`src/hw/rtl/prl_pkg.sv`:
```
package prl_pkg;

   // Storage sizes and field widths.
   localparam int MAX_LINES  = 1024;
   localparam int LINE_AW    = $clog2(MAX_LINES);
   localparam int LINE_CW    = LINE_AW + 1;
   localparam int LINE_W     = 48;
   localparam int MAX_WIDTH  = 4096;
   localparam int ROW_AW     = $clog2(MAX_WIDTH);
   localparam int MAX_HEIGHT = 4096;
   localparam int MAX_THICK  = 128;
   localparam int SAMPLE_W   = 24;
   localparam int COORD_W    = 12;
   localparam int DIM_W      = 13;
   localparam int THICK_W    = 8;
   localparam int VALUE_W    = 40;
   localparam int CORR_W     = 48;
   localparam int SUM_W      = 44;
   localparam int NW_W       = 18;
   localparam int DIV_N_W    = 52;
   localparam int DIV_D_W    = 18;
   localparam int DIV_CNT_W  = $clog2(DIV_N_W);
   localparam int CSR_IDX_W  = 2;

   // Register indexes of the configuration port.
   localparam logic [CSR_IDX_W-1:0] CSR_THICKNESS    = 2'd0;
   localparam logic [CSR_IDX_W-1:0] CSR_IMAGE_WIDTH  = 2'd1;
   localparam logic [CSR_IDX_W-1:0] CSR_IMAGE_HEIGHT = 2'd2;

   typedef enum logic [1:0] {
      OP_LOAD   = 2'd0,
      OP_SAMPLE = 2'd1,
      OP_FLUSH  = 2'd2,
      OP_CLEAR  = 2'd3
   } op_type;

   typedef enum logic [3:0] {
      ST_IDLE,
      ST_EMIT,
      ST_LADDR,
      ST_LDATA,
      ST_MUL,
      ST_CDIV,
      ST_CWAIT,
      ST_XPOS,
      ST_WIN,
      ST_AVG,
      ST_AWAIT
   } state_type;

   // Commands from the controller to the datapath.
   typedef struct packed {
      logic take;
      logic line_rd;
      logic line_latch;
      logic mul_go;
      logic cdiv_go;
      logic xpos_go;
      logic win_rd;
      logic next_line;
      logic avg_go;
      logic avg_done;
      logic emit_load;
   } cmd_type;

   // Status from the datapath to the controller.
   typedef struct packed {
      logic row_nz;
      logic drain_pend;
      logic pass_pend;
      logic more_lines;
      logic line_active;
      logic win_empty;
      logic win_last;
      logic div_done;
      logic nw_zero;
      logic out_free;
   } stat_type;

endpackage

```
`src/hw/rtl/prl_ctrl.sv`:
```
module prl_ctrl (
   input  logic               clock,
   input  logic               reset,
   input  logic               req_valid,
   input  prl_pkg::op_type    req_op,
   input  prl_pkg::stat_type  stat,
   output logic               req_ready,
   output prl_pkg::cmd_type   cmd
);
   import prl_pkg::*;

   state_type state_ff, state_in;

   // Next state.
   always_comb begin
      state_in = state_ff;
      case (state_ff)
         ST_IDLE: begin
            if (req_valid) begin
               if ((req_op == OP_SAMPLE && stat.row_nz) ||
                   (req_op == OP_FLUSH && stat.drain_pend)) begin
                  state_in = ST_EMIT;
               end
            end
         end
         ST_EMIT: begin
            if (stat.out_free) begin
               state_in = stat.pass_pend ? ST_LADDR : ST_IDLE;
            end
         end
         ST_LADDR: state_in = stat.more_lines ? ST_LDATA : ST_AVG;
         ST_LDATA: state_in = stat.line_active ? ST_MUL : ST_LADDR;
         ST_MUL:   state_in = ST_CDIV;
         ST_CDIV:  state_in = ST_CWAIT;
         ST_CWAIT: begin
            if (stat.div_done) begin
               state_in = ST_XPOS;
            end
         end
         ST_XPOS:  state_in = stat.win_empty ? ST_LADDR : ST_WIN;
         ST_WIN: begin
            if (stat.win_last) begin
               state_in = ST_LADDR;
            end
         end
         ST_AVG:   state_in = stat.nw_zero ? ST_IDLE : ST_AWAIT;
         ST_AWAIT: begin
            if (stat.div_done) begin
               state_in = ST_IDLE;
            end
         end
         default:  state_in = ST_IDLE;
      endcase
   end

   // Commands.
   always_comb begin
      cmd       = '0;
      req_ready = 1'b0;
      case (state_ff)
         ST_IDLE: begin
            req_ready = 1'b1;
            cmd.take  = req_valid;
         end
         ST_EMIT:  cmd.emit_load = stat.out_free;
         ST_LADDR: cmd.line_rd = stat.more_lines;
         ST_LDATA: begin
            cmd.line_latch = stat.line_active;
            cmd.next_line  = !stat.line_active;
         end
         ST_MUL:   cmd.mul_go = 1'b1;
         ST_CDIV:  cmd.cdiv_go = 1'b1;
         ST_CWAIT: ;
         ST_XPOS: begin
            cmd.xpos_go   = 1'b1;
            cmd.next_line = stat.win_empty;
         end
         ST_WIN: begin
            cmd.win_rd    = 1'b1;
            cmd.next_line = stat.win_last;
         end
         ST_AVG:   cmd.avg_go = !stat.nw_zero;
         ST_AWAIT: cmd.avg_done = stat.div_done;
         default: ;
      endcase
   end

   always_ff @(posedge clock) begin
      if (reset) begin
         state_ff <= ST_IDLE;
      end else begin
         state_ff <= state_in;
      end
   end

endmodule

```
`config.mk`:
```
export PLATFORM = sky130hd
export DESIGN_NAME = prl_ctrl
export DESIGN_NICKNAME = d
export VERILOG_FILES = /design/src/hw/rtl/prl_pkg.sv /design/src/hw/rtl/prl_ctrl.sv
export SDC_FILE = /design/constraint.sdc
export NUM_CORES = 1
export LEC_CHECK = 0
export BUFFER_PORTS_ARGS = -buffer_cell sky130_fd_sc_hd__buf_2
export CAP_MARGIN = 20
export CORE_AREA = 8 8 45 47
export DETAILED_ROUTE_END_ITERATION = 16
export DIE_AREA = 0 0 53 55
export GPL_TIMING_DRIVEN = 0
export PLACE_DENSITY = 0.75
export SYNTH_ARGS = -nofsm -noshare
export SYNTH_HDL_FRONTEND = slang
export SYNTH_SLANG_ARGS = --single-unit
export TNS_END_PERCENT = 10
```
`constraint.sdc`:
```
create_clock -name clock -period 1.6 [get_ports clock]
set_clock_uncertainty 0.05 [all_clocks]
set_input_delay 0.24 -clock clock [delete_from_list [all_inputs] [get_ports clock]]
set_output_delay 0.24 -clock clock [all_outputs]
set_load 0.02 [all_outputs]
```
**After elaboration in Yosys (flattened, before gate mapping)**

Cells that the tools add are included.

- Output and inout bits: 12
- Memories: 0
- Bits in writable memories: 0
- ROM bits: 0
- Logic and storage cells: 50
- Register bits: 4
- Latch bits: 0

- Shifts and indexed selects: 0
- Equality and inequality tests: 18
- Divide/modulo/power cells: 0
- Multiply operators: 0
- Magnitude comparators: 0
- Reductions and logical operators: 7
- Muxes and demuxes: 24
- Add/subtract/negate cells: 0
- Bitwise operators: 0

Operators by type and width:

| kind | number |
|---|---|
| $pmux W4 S11 | 1 |
| $mux W4 | 9 |
| $eq A4 B3 Y1 const B | 4 |
| $eq A4 B4 Y1 const B | 3 |
| $ne A2 B2 Y1 const B | 6 |
| $mux W1 | 11 |
| $eq A4 B2 Y1 const B | 2 |
| $reduce_and A6 Y1 | 1 |
| $eq A4 B1 Y1 const B | 1 |
| $logic_not A4 Y1 | 1 |
| $mux W3 | 1 |
| $pmux W1 S3 | 1 |
| $eq A2 B1 Y1 const B | 1 |
| $eq A2 B2 Y1 const B | 1 |
| $logic_and A1 B1 Y1 | 2 |
| $logic_not A1 Y1 | 2 |
| $mux W2 | 1 |
| $logic_or A1 B1 Y1 | 1 |

**Depth between registers and ports, before layout**

- Word-level depth: 6
- Depth in mapped cells: 6

**Worst setup path before layout**

No wires, ideal clock.

- Kind: register to output
- Start point: register state_ff[2]
- End point: output cmd[10] in the netlist's numbering
- Arrival: 1686 ps
- Data required time: 1310 ps
- Slack: -376 ps
- Stages on the path, launching flop included: 6
- Path buffers: 2
- Cells stage by stage: dfxtp_1 > buf_2 > or2_2 > clkbuf_1 > nor3_1 > and2_1

RTL lines:

| element | line | text |
|---|---|---|
| start, declared | prl_ctrl.sv:12 | `state_type state_ff, state_in;` |
| start signal, assigned | prl_ctrl.sv:92 | `state_ff <= state_in;` |
| end, declared | prl_ctrl.sv:8 | `output prl_pkg::cmd_type cmd` |

==> flow_summary.rst <==
.. list-table::
   :header-rows: 1

   * - Metric
     - Value
   * - Routed Wire Length
     - ~1700 um
   * - Endpoint of the most critical register-to-register path
     - state_ff[0]
   * - Number of search-and-repair iterations in the first detailed-routing pass
     - 4
   * - Clock tree root buffer cell
     - sky130_fd_sc_hd__clkbuf_4
   * - Share of the synthesized area in compound gates (AO/OA/AOI/OAI)
     - about a fifth
   * - Area added between synthesis and finish
     - 78.78%
   * - Worst-case clock buffer depth
     - 2
   * - Number of CTS-inserted buffers
     - 3
   * - Xor/xnor share of the synthesized area
     - 1.857%
   * - Per-instance average area after synthesis
     - 7.370 um^2
   * - Pin count of the biggest net entering global routing
     - 11
   * - Final weighted congestion of routability-driven global placement
     - slightly below 0.9
   * - Clock-pin slew of the registers on the worst-case setup and hold paths
     - 0.04 ns
   * - Flop pwr share
     - 31.3%
   * - Cell count after placement
     - 106
   * - Register containing the most flip-flops in the final layout
     - state_ff
   * - CTS sink count
     - 4
   * - Pwr dens
     - roughly 400 mW/mm^2
   * - Distinct cell type count after synthesis
     - 33
   * - Leakage power total
     - 0.3942 nW
   * - Synth Area in Simple Gates
     - a little under half
   * - Result of the run
     - complete, no violations
   * - Total of endpoints with negative setup slack in the final report
     - 0
   * - Final critical-path share of the clock period
     - 98.36%
   * - Slew margin rel.
     - 68.17%
   * - Post-Syn Nets
     - 79
   * - Critical Path Source
     - state_ff[0]
   * - Total of flip-flops plus latches after synthesis
     - 4
   * - Unrepaired setup endpoints after global routing
     - true
   * - Via count of the first global-routing pass
     - 647
   * - Max reg flops
     - 4
   * - Yosys warns
     - 0
   * - Main combinational cell family by area after synthesis
     - simple AND/OR/NAND/NOR gates
   * - Global route total overflow
     - 0
   * - Minimum setup slack among reg-to-reg paths
     - 0.06 ns
   * - Die W
     - around 53 um
   * - Share of cell area taken by muxes after synthesis
     - 6.631%
   * - Most instantiated flip-flop cell in the synthesis netlist
     - sky130_fd_sc_hd__dfxtp_1
   * - Post-CTS Hold Fix Bufs
     - 0
   * - Max-slew violation total from the final report
     - 0
   * - Arrival time of the worst setup path
     - about 1.3 ns
   * - H-tree level count
     - 1
   * - Die height
     - 55 um
   * - NetSw
     - 95.87 uW
   * - Max Freq
     - ~640 MHz
   * - Starting density of the core
     - 34.09%
   * - Hold violation total from the final report
     - 0
   * - Peak fanout along the critical path
     - 10
   * - Detailed placement HPWL
     - 1253 um
   * - Minimum clock period
     - 1.574 ns
   * - Initial detailed-routing violation count
     - 6
   * - Antenna Nets Post-Route
     - 0
   * - Adder-cell share of the synthesized area
     - 0%
   * - P_int
     - around 240 uW
   * - Crit. End Element
     - primary output
   * - Total GRT Usage
     - between 10% and 20%
   * - Max Cap Viol
     - 0
   * - Wire length of the first global-routing pass
     - roughly 2700 um
   * - Post-route DRC
     - 0
   * - Number of antenna violations at the first check in global routing
     - 0
   * - Total via count after detailed routing
     - 631
   * - Maximum ir drop on the vdd rail
     - 0.0003871 V
   * - Net count, final
     - 116
   * - Largest regs
     - state_ff (4)
   * - Highest-count cells in the layout ignoring fill and taps
     - sky130_fd_sc_hd__buf_2, sky130_fd_sc_hd__buf_4, sky130_fd_sc_hd__nand2_1
   * - Number of flops mapped to enable cells by yosys
     - 0
   * - Most common cell after layout, fill and taps aside
     - sky130_fd_sc_hd__buf_2
   * - Switching fraction of total power
     - 28.36%
   * - Antenna Diode Count
     - 0
   * - Clock tree from TritonCTS
     - yes
   * - Average wire length per cell after detail routing
     - 15.00 um
   * - Actual slew at the worst max-slew pin
     - 0.4731 ns
   * - Clock share of power
     - ~36%
   * - Standard cell core area
     - 0.001384 mm^2
   * - Worst flop-to-flop path startpoint
     - state_ff[1]
   * - Register area share after synthesis
     - between 10% and 20%
   * - Async set or reset register ratio after synthesis
     - 0%
   * - Startpoint-to-endpoint class of the critical path
     - reg -> out
   * - Gate count of the mapped netlist
     - 64
   * - Total negative slack
     - 0 ns
   * - I/O pin count
     - 27
   * - Count of buffers from port buffering
     - 26
   * - Worst-Skew Late Latency
     - between 0.2 and 0.25 ns
   * - Number of cells traversed by the worst register-to-register path
     - 5
   * - Routed vias/inst
     - around 5.5
   * - Share of layout cells above drive strength 1
     - 59.60%
   * - Post-Layout Cell Count
     - between 100 and 150
   * - Type of element launching the critical path
     - flip-flop
   * - Combinational fraction of design power
     - 32.6%
   * - Hold WC Path Type
     - in -> reg
   * - Die Footprint
     - 0.002915 mm^2
   * - Std cell rows
     - 14
   * - End point of the critical path
     - cmd[2]
   * - Cell Area, Synth
     - 471.7 um^2
   * - Data required time of the worst path
     - around 1.3 ns
   * - Fillcell total
     - 119
cells in the mapped netlist (2+ instances only):
| cell | instances | area [um^2] |
|---|---|---|
| sky130_fd_sc_hd__nand2_1 | 6 | 22.52 |
| sky130_fd_sc_hd__nor3_1 | 6 | 30.03 |
| sky130_fd_sc_hd__dfxtp_1 | 4 | 80.08 |
| sky130_fd_sc_hd__nor2_1 | 4 | 15.01 |
| sky130_fd_sc_hd__a21oi_1 | 3 | 15.01 |
| sky130_fd_sc_hd__buf_2 | 3 | 15.01 |
| sky130_fd_sc_hd__nor2b_1 | 3 | 18.77 |
| sky130_fd_sc_hd__a211oi_1 | 2 | 15.01 |
| sky130_fd_sc_hd__and3_1 | 2 | 12.51 |
| sky130_fd_sc_hd__and4bb_1 | 2 | 25.02 |
| sky130_fd_sc_hd__clkbuf_1 | 2 | 7.510 |
| sky130_fd_sc_hd__inv_1 | 2 | 7.510 |
| sky130_fd_sc_hd__mux2i_1 | 2 | 20.02 |
| sky130_fd_sc_hd__nand2b_1 | 2 | 12.51 |
| sky130_fd_sc_hd__nand3b_1 | 2 | 15.01 |
| sky130_fd_sc_hd__nor4_1 | 2 | 12.51 |
area by class of cell:
class | instances | area [um^2] | area share, %
buffer | 4 | 52.55 | 6.231
inverter | 2 | 7.507 | 0.8902
tap | 16 | 20.02 | 2.374
clock buffer | 3 | 22.52 | 2.671
multi-input combinational | 52 | 430.4 | 51.04
timing repair buffer | 34 | 221.5 | 26.26
sequential | 4 | 88.84 | 10.53
metrics by stage:
step	instance area (um^2)	power, mW	hold WS, ns	utilization [%]	setup WS [ns]
finish	843.3	0.3380	0.1801	60.94	0.02617
global route	843.3	0.3621	0.1727	60.94	-0.05195
CTS	760.7	0.3410	0.1724	54.97	-0.01556
detailed placement	669.4	0.2054	0.4310	48.37	-0.1564
global placement	669.4	0.2024	0.4159	48.37	-0.07894
floorplan	519.2	0.1681	0.2591	-	-0.09567
power groups by stage:
stage / combinational (mW) / clock, mW / sequential, mW
final: 0.110 / 0.122 / 0.106
after global routing: 0.119 / 0.137 / 0.106
after CTS: 0.104 / 0.132 / 0.105
after detailed placement: 0.0974 / 0 / 0.108
after global placement: 0.0947 / 0 / 0.108
after floorplan: 0.0616 / 0 / 0.107
repair_timing:
| item | CTS | global route |
|---|---|---|
| gates resized for setup | 25 | 7 |
| setup buffers | 1 | 7 |
| setup endpoints to repair | 14 | 9 |
| pin swaps | 2 | 3 |
kinds of logic (layout without fill, tap and decap cells):
group,count (synthesis),count (layout)
multiplexers,3,3
flip-flops,4,4
AO/OA/AOI/OAI,12,12
XOR/XNOR,1,1
AND/OR/NAND/NOR,36,36
buffers and inverters,8,43
layer usage:
metal	GRT usage, %	part of all wire [%]	up-vias
li1	-	-	309
met1	12.44	40	301
met2	22.66	51	21
met3	1.872	8.5	0
met4	5.603	0	0
met5	0	0	-
how the worst min path moves through the flow:
stage / depth (start not counted) / end / slack, ns / startpoint
after global placement: 2 / state_ff[0] / 0.42 / reset
after detailed placement: 2 / state_ff[2] / 0.43 / reset
after global routing: 2 / state_ff[0] / 0.17 / reset
final: 2 / state_ff[0] / 0.18 / reset
after floorplan: 1 / state_ff[0] / 0.26 / reset
after CTS: 2 / state_ff[2] / 0.17 / reset
critical path, cell delays in order (launching register included):
cell and delay, ns:
sky130_fd_sc_hd__dfxtp_4 0.38, sky130_fd_sc_hd__buf_8 0.14, sky130_fd_sc_hd__nor2b_4 0.16, sky130_fd_sc_hd__nor3b_4 0.22, sky130_fd_sc_hd__buf_6 0.15
Note: power is estimated with default switching activity, not from simulation.
